## config.mk

```make
export PLATFORM = sky130hd
export DESIGN_NAME = tbd_channel
export DESIGN_NICKNAME = d
export VERILOG_FILES = /design/src/hdl/tbd_pkg.sv /design/src/hdl/tbd_channel.sv
export SDC_FILE = /design/constraint.sdc
export NUM_CORES = 1
export LEC_CHECK = 0
export ABC_AREA = 1
export BUFFER_PORTS_ARGS = -buffer_cell sky130_fd_sc_hd__buf_4
export CORE_MARGIN = 2
export CORE_UTILIZATION = 35
export CTS_CLUSTER_DIAMETER = 100
export CTS_CLUSTER_SIZE = 28
export DETAILED_ROUTE_END_ITERATION = 7
export SYNTH_ARGS = -nofsm -noshare
export SYNTH_HDL_FRONTEND = slang
export SYNTH_SLANG_ARGS = --single-unit
```

## constraint.sdc

```tcl
create_clock -name i_clk -period 21.9 [get_ports i_clk]
set_input_delay 3.285 -clock i_clk [delete_from_list [all_inputs] [get_ports i_clk]]
set_output_delay 3.285 -clock i_clk [all_outputs]
set_load 0.02 [all_outputs]
```

## src/hdl/tbd_pkg.sv

```systemverilog
// ----------------------------------------------------------------------------
// tbd_pkg
// Shared constants, codes and types for the touch baseline and debounce block.
// ----------------------------------------------------------------------------
package tbd_pkg;

    // channel count and calibration round length
    localparam int CHANNELS      = 4;
    localparam int SAMPLE_FIELDS = 4;
    localparam int CAL_SAMPLES   = 10;

    // field and state widths
    localparam int SAMPLE_W = 16;
    localparam int THR_W    = 16;
    localparam int CNT_W    = 8;
    localparam int SUM_W    = 20;
    localparam int PROG_W   = 4;
    localparam int CFG_W    = 16;

    // reset values of the configuration registers
    localparam logic [THR_W-1:0] THR_RESET = THR_W'(1000);
    localparam logic [CNT_W-1:0] DBC_RESET = CNT_W'(3);

    // saturation value of the debounce counter
    localparam logic [CNT_W-1:0] CNT_MAX = {CNT_W{1'b1}};

    // round length in progress-counter width
    localparam logic [PROG_W-1:0] CAL_LAST = PROG_W'(CAL_SAMPLES);

    // reciprocal for sum / CAL_SAMPLES: quotient = (sum * DIV_MUL) >> DIV_SHIFT
    localparam int DIV_SHIFT = SUM_W + 4;
    localparam int DIV_MUL_W = DIV_SHIFT + 1;
    localparam logic [DIV_MUL_W-1:0] DIV_MUL =
        DIV_MUL_W'(((64'd1 << DIV_SHIFT) + 64'(CAL_SAMPLES) - 64'd1) / 64'(CAL_SAMPLES));
    localparam int PROD_W = SUM_W + DIV_MUL_W;

    // configuration register indexes
    typedef enum logic [0:0] {
        CFG_THRESHOLD = 1'b0,
        CFG_DEBOUNCE  = 1'b1
    } t_cfg_idx;

    // scan commands
    typedef enum logic [0:0] {
        CMD_DETECT    = 1'b0,
        CMD_CALIBRATE = 1'b1
    } t_cmd;

    // per-scan control broadcast to every channel
    typedef struct packed {
        logic fire;         // scan is processed this cycle
        logic calibrate;    // calibration scan, else detection scan
        logic round_start;  // first calibration scan of a round
        logic round_done;   // last calibration scan of a round
    } t_scan_ctl;

endpackage

```

## src/hdl/tbd_channel.sv

```systemverilog
// ----------------------------------------------------------------------------
// tbd_channel
// One touch channel: calibration sum, baseline, threshold compare, debounce
// counter and debounced touch state.
// ----------------------------------------------------------------------------
module tbd_channel (
    input  logic                          i_clk,
    input  logic                          i_rst_n,
    input  tbd_pkg::t_scan_ctl            i_ctl,
    input  logic [tbd_pkg::SAMPLE_W-1:0]  i_sample,
    input  logic [tbd_pkg::THR_W-1:0]     i_threshold,
    input  logic [tbd_pkg::CNT_W-1:0]     i_debounce,
    output logic                          o_next_state
);

    logic [tbd_pkg::SUM_W-1:0]    r_sum, n_sum;
    logic [tbd_pkg::SAMPLE_W-1:0] r_baseline, n_baseline;
    logic [tbd_pkg::CNT_W-1:0]    r_cnt, n_cnt;
    logic                         r_state, n_state;

    logic [tbd_pkg::SUM_W-1:0]    sum_base;
    logic [tbd_pkg::SUM_W-1:0]    sum_add;
    logic [tbd_pkg::PROD_W-1:0]   quot_prod;
    logic [tbd_pkg::THR_W:0]      limit;
    logic                         raw_touch;
    logic [tbd_pkg::CNT_W-1:0]    cnt_inc;

    // running sum, restarted on the first scan of a round
    assign sum_base = i_ctl.round_start ? '0 : r_sum;
    assign sum_add  = sum_base + tbd_pkg::SUM_W'(i_sample);

    // sum divided by the round length through the reciprocal
    assign quot_prod = tbd_pkg::PROD_W'(sum_add) * tbd_pkg::PROD_W'(tbd_pkg::DIV_MUL);

    // threshold compare at one bit more than the baseline
    assign limit     = (tbd_pkg::THR_W+1)'(r_baseline) + (tbd_pkg::THR_W+1)'(i_threshold);
    assign raw_touch = (tbd_pkg::THR_W+1)'(i_sample) > limit;
    assign cnt_inc   = (r_cnt == tbd_pkg::CNT_MAX) ? r_cnt : r_cnt + 1'b1;

    // next state of the channel
    always_comb begin
        n_sum      = r_sum;
        n_baseline = r_baseline;
        n_cnt      = r_cnt;
        n_state    = r_state;
        if (i_ctl.calibrate) begin
            if (i_ctl.round_start) begin
                n_cnt   = '0;
                n_state = 1'b0;
            end
            if (i_ctl.round_done) begin
                n_baseline = quot_prod[tbd_pkg::DIV_SHIFT +: tbd_pkg::SAMPLE_W];
                n_sum      = '0;
            end else begin
                n_sum = sum_add;
            end
        end else if (raw_touch != r_state) begin
            if (cnt_inc >= i_debounce) begin
                n_state = raw_touch;
                n_cnt   = '0;
            end else begin
                n_cnt = cnt_inc;
            end
        end else begin
            n_cnt = '0;
        end
    end

    // channel state registers
    always_ff @(posedge i_clk) begin
        if (!i_rst_n) begin
            r_sum      <= '0;
            r_baseline <= '0;
            r_cnt      <= '0;
            r_state    <= 1'b0;
        end else if (i_ctl.fire) begin
            r_sum      <= n_sum;
            r_baseline <= n_baseline;
            r_cnt      <= n_cnt;
            r_state    <= n_state;
        end
    end

    assign o_next_state = i_ctl.fire ? n_state : r_state;

endmodule

```

==> impl_metrics.toml, run 1 <==
[run_status]
outcome = "finished clean"

[floorplan]
core-area_um2 = 33700
rows = 67
die_w_um = 189.5
ios = 47
start_util_pct = 35.72
dieArea_um2 = 35890
die_h_um = 189.5

[clock_network]
cts_hold_buf = 0
htreeDepth = 2
postCtsResizedCells = 0
path_clk_slew_ns = 0.07
cts.sinks = 45
clock-root-buffer = "clkbuf_16"
cts_tree = "done"
cts_setup_buffers = 0
cts_made_buffers = 5
clk_latency_ns = 0.31
cts_buffer_depth = 2

[finish]
final_common_cell = "inv_1"
area_growth_syn_to_layout_pct = 8.565
fillers = 3588
nNetsFinal = 2033
diodes = 0
drive_gt1_share_pct = 5.545
mostFrequentLayoutCells = "inv_1 (374), ha_1 (248), nand2_1 (240)"

[drt]
routed_wl_mm = 34.58
routedWlPerCell_um = 16.85
drtIter0Drc = 681
drt_first_pass_iters = 5
vias = 10151
antenna_left = 0
drc = 0
via_per_inst = 4.944

[critical_path]
critical_path.max_stage_delay_ns = 0.53
crit_top_cell = "inv_1"
arrival_ns = 10.99
crit_family = "adder cells"
path_buf_inv = 12
cp_data_required_time_ns = 22.11
timing_worst_setup_path_type = "primary input to register"
crit_fanout = 18
crit_path_start_kind = "primary input"
worst_setup_path_end_kind = "register"
crit_slowest_cell = "fa_1"

[synthesis]
synth_top_family_by_area = "adder cells"
synth_area_um2 = 12040
async_reset_ff_share_pct = 0
ys_ff_latch = 45
synth_area_per_cell_um2 = 7.702
synth_top_flop_cell = "dfxtp_1"
synthSimpleGateAreaFrac_pct = 16.24
synth.distinct_cells = 52
synth_xor_area_share_pct = 4.532
ys_seq_area_share_pct = 7.484
synth_compound_area_share_pct = 11.39
ys_warn_count = 0
synth_edf_count = 0
synthAdderAreaFrac_pct = 48.06
synthMuxAreaShare_pct = 0
synthCells = 1563
synth_fp_nets = 1991

[sta]
finalSetupTns_ns = 0
rsz0062_at_grt = "no"
maxSlewHeadroom_pct = 28.90
max_freq_mhz = 92.78
drv_slew = 0
hold_violations = 0
clock_skew_ns = 0.007709
setup_slack_ns = 11.12
period_share_pct = 49.22
tightest_slew_ns = 1.065
fin_crit_ns = 10.78
finalSetupViolCount = 0

[grt]
grt_pass1_wl_mm = 56.37
grt_pass1_vias = 10310
grt_usage_pct = 20.30
grt_max_degree = 30
overflow = 0
antenna_found_initial = 3

[place]
dp_hpwl_mm = 30.99
place_ws_ns = 10.88
finalWeightedCongestion = 0.9773
portBuffers = 46

[flow_run]
maxCapViolCount = 0

[worst_hold_path]
min_path_type = "register to register"
-- worst reg2reg max path, delay by kind of cell, from the launching register on --
family / cells / cell delay, ns
adders and majority gates: 10 / 4.38
DFF: 1 / 0.31
AOI/OAI and AO/OA: 3 / 0.29
buffers and inverters: 12 / 0.79
and+or+nand+nor: 16 / 2.03
-- state kept, by name (all words and copies together), names as in the netlist --
name,flops
r_cnt,8
r_baseline,16
r_sum,20
r_state,1
-- area by class of cell --
cell class / instances / area [µm²] / share of cell area [%]
multi-input cells: 1125 / 9657 / 73.89
inverters: 379 / 1423 / 10.89
flip-flops and latches: 45 / 900.9 / 6.893
well taps: 448 / 560.5 / 4.289
repair buffers: 49 / 367.9 / 2.815
clock buffers: 5 / 125.1 / 0.9574
clock inverters: 2 / 35.03 / 0.2681
-- per-stage QoR --
step	hold WS, ns	instance area (µm²)	cells	util, %
final	0.4655	13070	2053	38.78
after global routing	0.4845	13070	2053	38.78
after CTS	0.4664	13070	2053	38.78
after detailed placement	0.4559	12910	2046	38.30
after global placement	0.4533	12910	2046	38.30
after floorplan	0.4453	12040	1563	-
-- cell families (layout without fill, tap and decap cells) --
kind of cell             after synthesis  count (layout)
AO/OA/AOI/OAI                        228             228
XOR/XNOR                              55              55
adder cells (fa/ha/maj)              382             382
buffers and inverters                393             435
flip-flops                            45              45
AND/OR/NAND/NOR                      460             460
-- cell usage after synthesis (21+ instances only) --
cell,number,share of area (%)
nand3_1,46,1.9
ha_1,248,26
xor2_1,33,2.4
a21oi_1,108,4.5
fa_1,134,22
inv_1,374,12
o21ai_0,42,1.7
nand4_1,24,1.2
nor2_1,110,3.4
a21o_1,21,1.3
nand2_1,240,7.5
dfxtp_1,45,7.5
-- final timing paths --
kind | end | slack, ns | depth (start not counted) | start
min | r_sum[17] | 0.47 | 2 | r_sum[17]
max reg2reg | r_baseline[15] | 14.00 | 41 | r_sum[0]
min reg2reg | r_sum[17] | 0.47 | 2 | r_sum[17]
max | r_baseline[15] | 11.12 | 41 | i_ctl[1]
-- layer usage --
| layer | track usage, % | wire length (µm) | vias to the layer above | part of all wire [%] |
|---|---|---|---|---|
| li1 | - | - | 5053 | - |
| met3 | 4.263 | 2682 | 37 | 7.8 |
| met4 | 3.876 | 628 | 2 | 1.8 |
| met1 | 29.11 | 16220 | 4798 | 47 |
| met5 | 0 | 11 | - | 0.032 |
| met2 | 31.54 | 15040 | 261 | 43 |
Power of run 1 is not shown: default switching activity piles up to over one toggle a cycle in this logic, so the estimate is an artifact.
==> run 2, diff against run 1 <==
Clock period 21.9 ns to 10 ns, I/O delays scaled along.
==> run 2 against run 1 <==
Net effect:
- largest cell class unchanged
- final area increased by 0.38%
- global-route usage fell by 0.10 points
- core utilization grew 0.15 points
- sequential share of layout area about the same
- worst hold slack improved by 0.0026 ns
- highest routed layer unchanged
- clock skew barely moved
- sequential cell count stayed put
- via count rose by 0.45%
- worst setup slack lost 10 ns
- critical path depth unchanged
==> impl_metrics.toml, run 2 (synthesized netlist as in run 1, its figures left out) <==
[run_status]
outcome = "finished clean"

[grt]
grt_pass1_vias = 10398
overflow = 0
grt_usage_pct = 20.20
antenna_found_initial = 1
grt_max_degree = 30
grt_pass1_wl_mm = 56.32

[critical_path]
timing_worst_setup_path_type = "primary input to register"
r2r_slack_ns = 2.12
r2r_cells = 41
crit_slowest_cell = "fa_1"
crit_fanout = 18
crit_family = "adder cells"
arrival_ns = 9.18
cp_data_required_time_ns = 10.21
crit_top_cell = "inv_1"
worst_setup_path_end_kind = "register"
path_buf_inv = 12
crit_path_start_kind = "primary input"
crit_path_end = "r_baseline[15]"
cp-startpoint = "i_ctl[1]"
r2r-start = "r_sum[0]"
crit_cells = 41
reg2reg_to = "r_baseline[15]"
critical_path.max_stage_delay_ns = 0.53

[drt]
drt_first_pass_iters = 5
routed_wl_mm = 34.57
antenna_left = 0
drtIter0Drc = 630
routedWlPerCell_um = 16.79
vias = 10197
drc = 0
via_per_inst = 4.952

[sta]
period_share_pct = 89.68
drv_slew = 0
rsz0062_at_grt = "no"
finalSetupTns_ns = 0
finalSetupViolCount = 0
max_freq_mhz = 111.5
fin_crit_ns = 8.968
clock_skew_ns = 0.008015
maxSlewHeadroom_pct = 29.99
hold_violations = 0
tightest_slew_ns = 1.049

[finish]
ff_latch_area_um2 = 900.9
final_common_cell = "inv_1"
regMostFlops = "r_sum"
fillers = 3532
mostFrequentLayoutCells = "inv_1 (374), ha_1 (248), nand2_1 (240)"
area_growth_syn_to_layout_pct = 8.980
multiInputGateArea_um2 = 9657
nNetsFinal = 2038
reg_top3 = "r_sum: 20 flops, r_baseline: 16 flops, r_cnt: 8 flops"
drive_gt1_share_pct = 5.835
diodes = 0
largest_reg_flops = 20

[clock_network]
cts_setup_buffers = 0
cts_hold_buf = 0
htreeDepth = 2
path_clk_slew_ns = 0.07
cts_buffer_depth = 2
postCtsResizedCells = 0
clock-root-buffer = "clkbuf_16"
cts_tree = "done"
cts_made_buffers = 5
cts.sinks = 45
clk_latency_ns = 0.31

[floorplan]
ios = 47
die_h_um = 189.5
dieArea_um2 = 35890
die_w_um = 189.5
core-area_um2 = 33700
start_util_pct = 35.72
rows = 67

[place]
finalWeightedCongestion = 0.9439
portBuffers = 46
dp_hpwl_mm = 30.83

[flow_run]
maxCapViolCount = 0

[worst_hold_path]
min_path_type = "register to register"
## run 2: stage by stage
stage / hold WS [ns] / area, µm² / instances / worst slack (ns) / util [%]
final: 0.4681 / 13120 / 2059 / 1.032 / 38.93
after floorplan: 0.4453 / 12040 / 1563 / 1.485 / -
after global placement: 0.4531 / 12950 / 2051 / 0.7322 / 38.42
after global routing: 0.4796 / 13120 / 2059 / 0.4512 / 38.93
after detailed placement: 0.4586 / 12950 / 2051 / 0.7017 / 38.42
after CTS: 0.4690 / 13120 / 2059 / 1.001 / 38.93
## run 2: cell type report
type                       instances  area share [%]
multi-input combinational       1125           73.61
inverter                         379           10.84
sequential                        45           6.867
tap                              448           4.273
timing repair buffer              54           3.090
clock buffer                       7           1.087
clock inverter                     1          0.2289
## run 2: worst min-delay path: stages, from the launching register on
cell and delay [ns]:
dfxtp_1 0.31, nand2_1 0.06, a21oi_1 0.05
## run 2: layer usage
layer	track usage [%]	wire length, µm	vias up
met1	28.00	16310	4860
met2	32.05	15390	235
met3	4.634	2236	38
met4	4.323	622	2
li1	-	-	5062
met5	0	10	-
## run 2: worst min path at each step
stage | start | depth (start not counted) | slack [ns] | to
after floorplan | r_sum[0] | 2 | 0.45 | r_sum[0]
after global placement | r_sum[3] | 2 | 0.45 | r_sum[3]
after detailed placement | r_sum[4] | 2 | 0.46 | r_sum[4]
after CTS | r_sum[4] | 2 | 0.47 | r_sum[4]
after global routing | r_sum[3] | 2 | 0.48 | r_sum[3]
final | r_sum[10] | 2 | 0.47 | r_sum[10]
Power of run 2 is left out for the same reason.
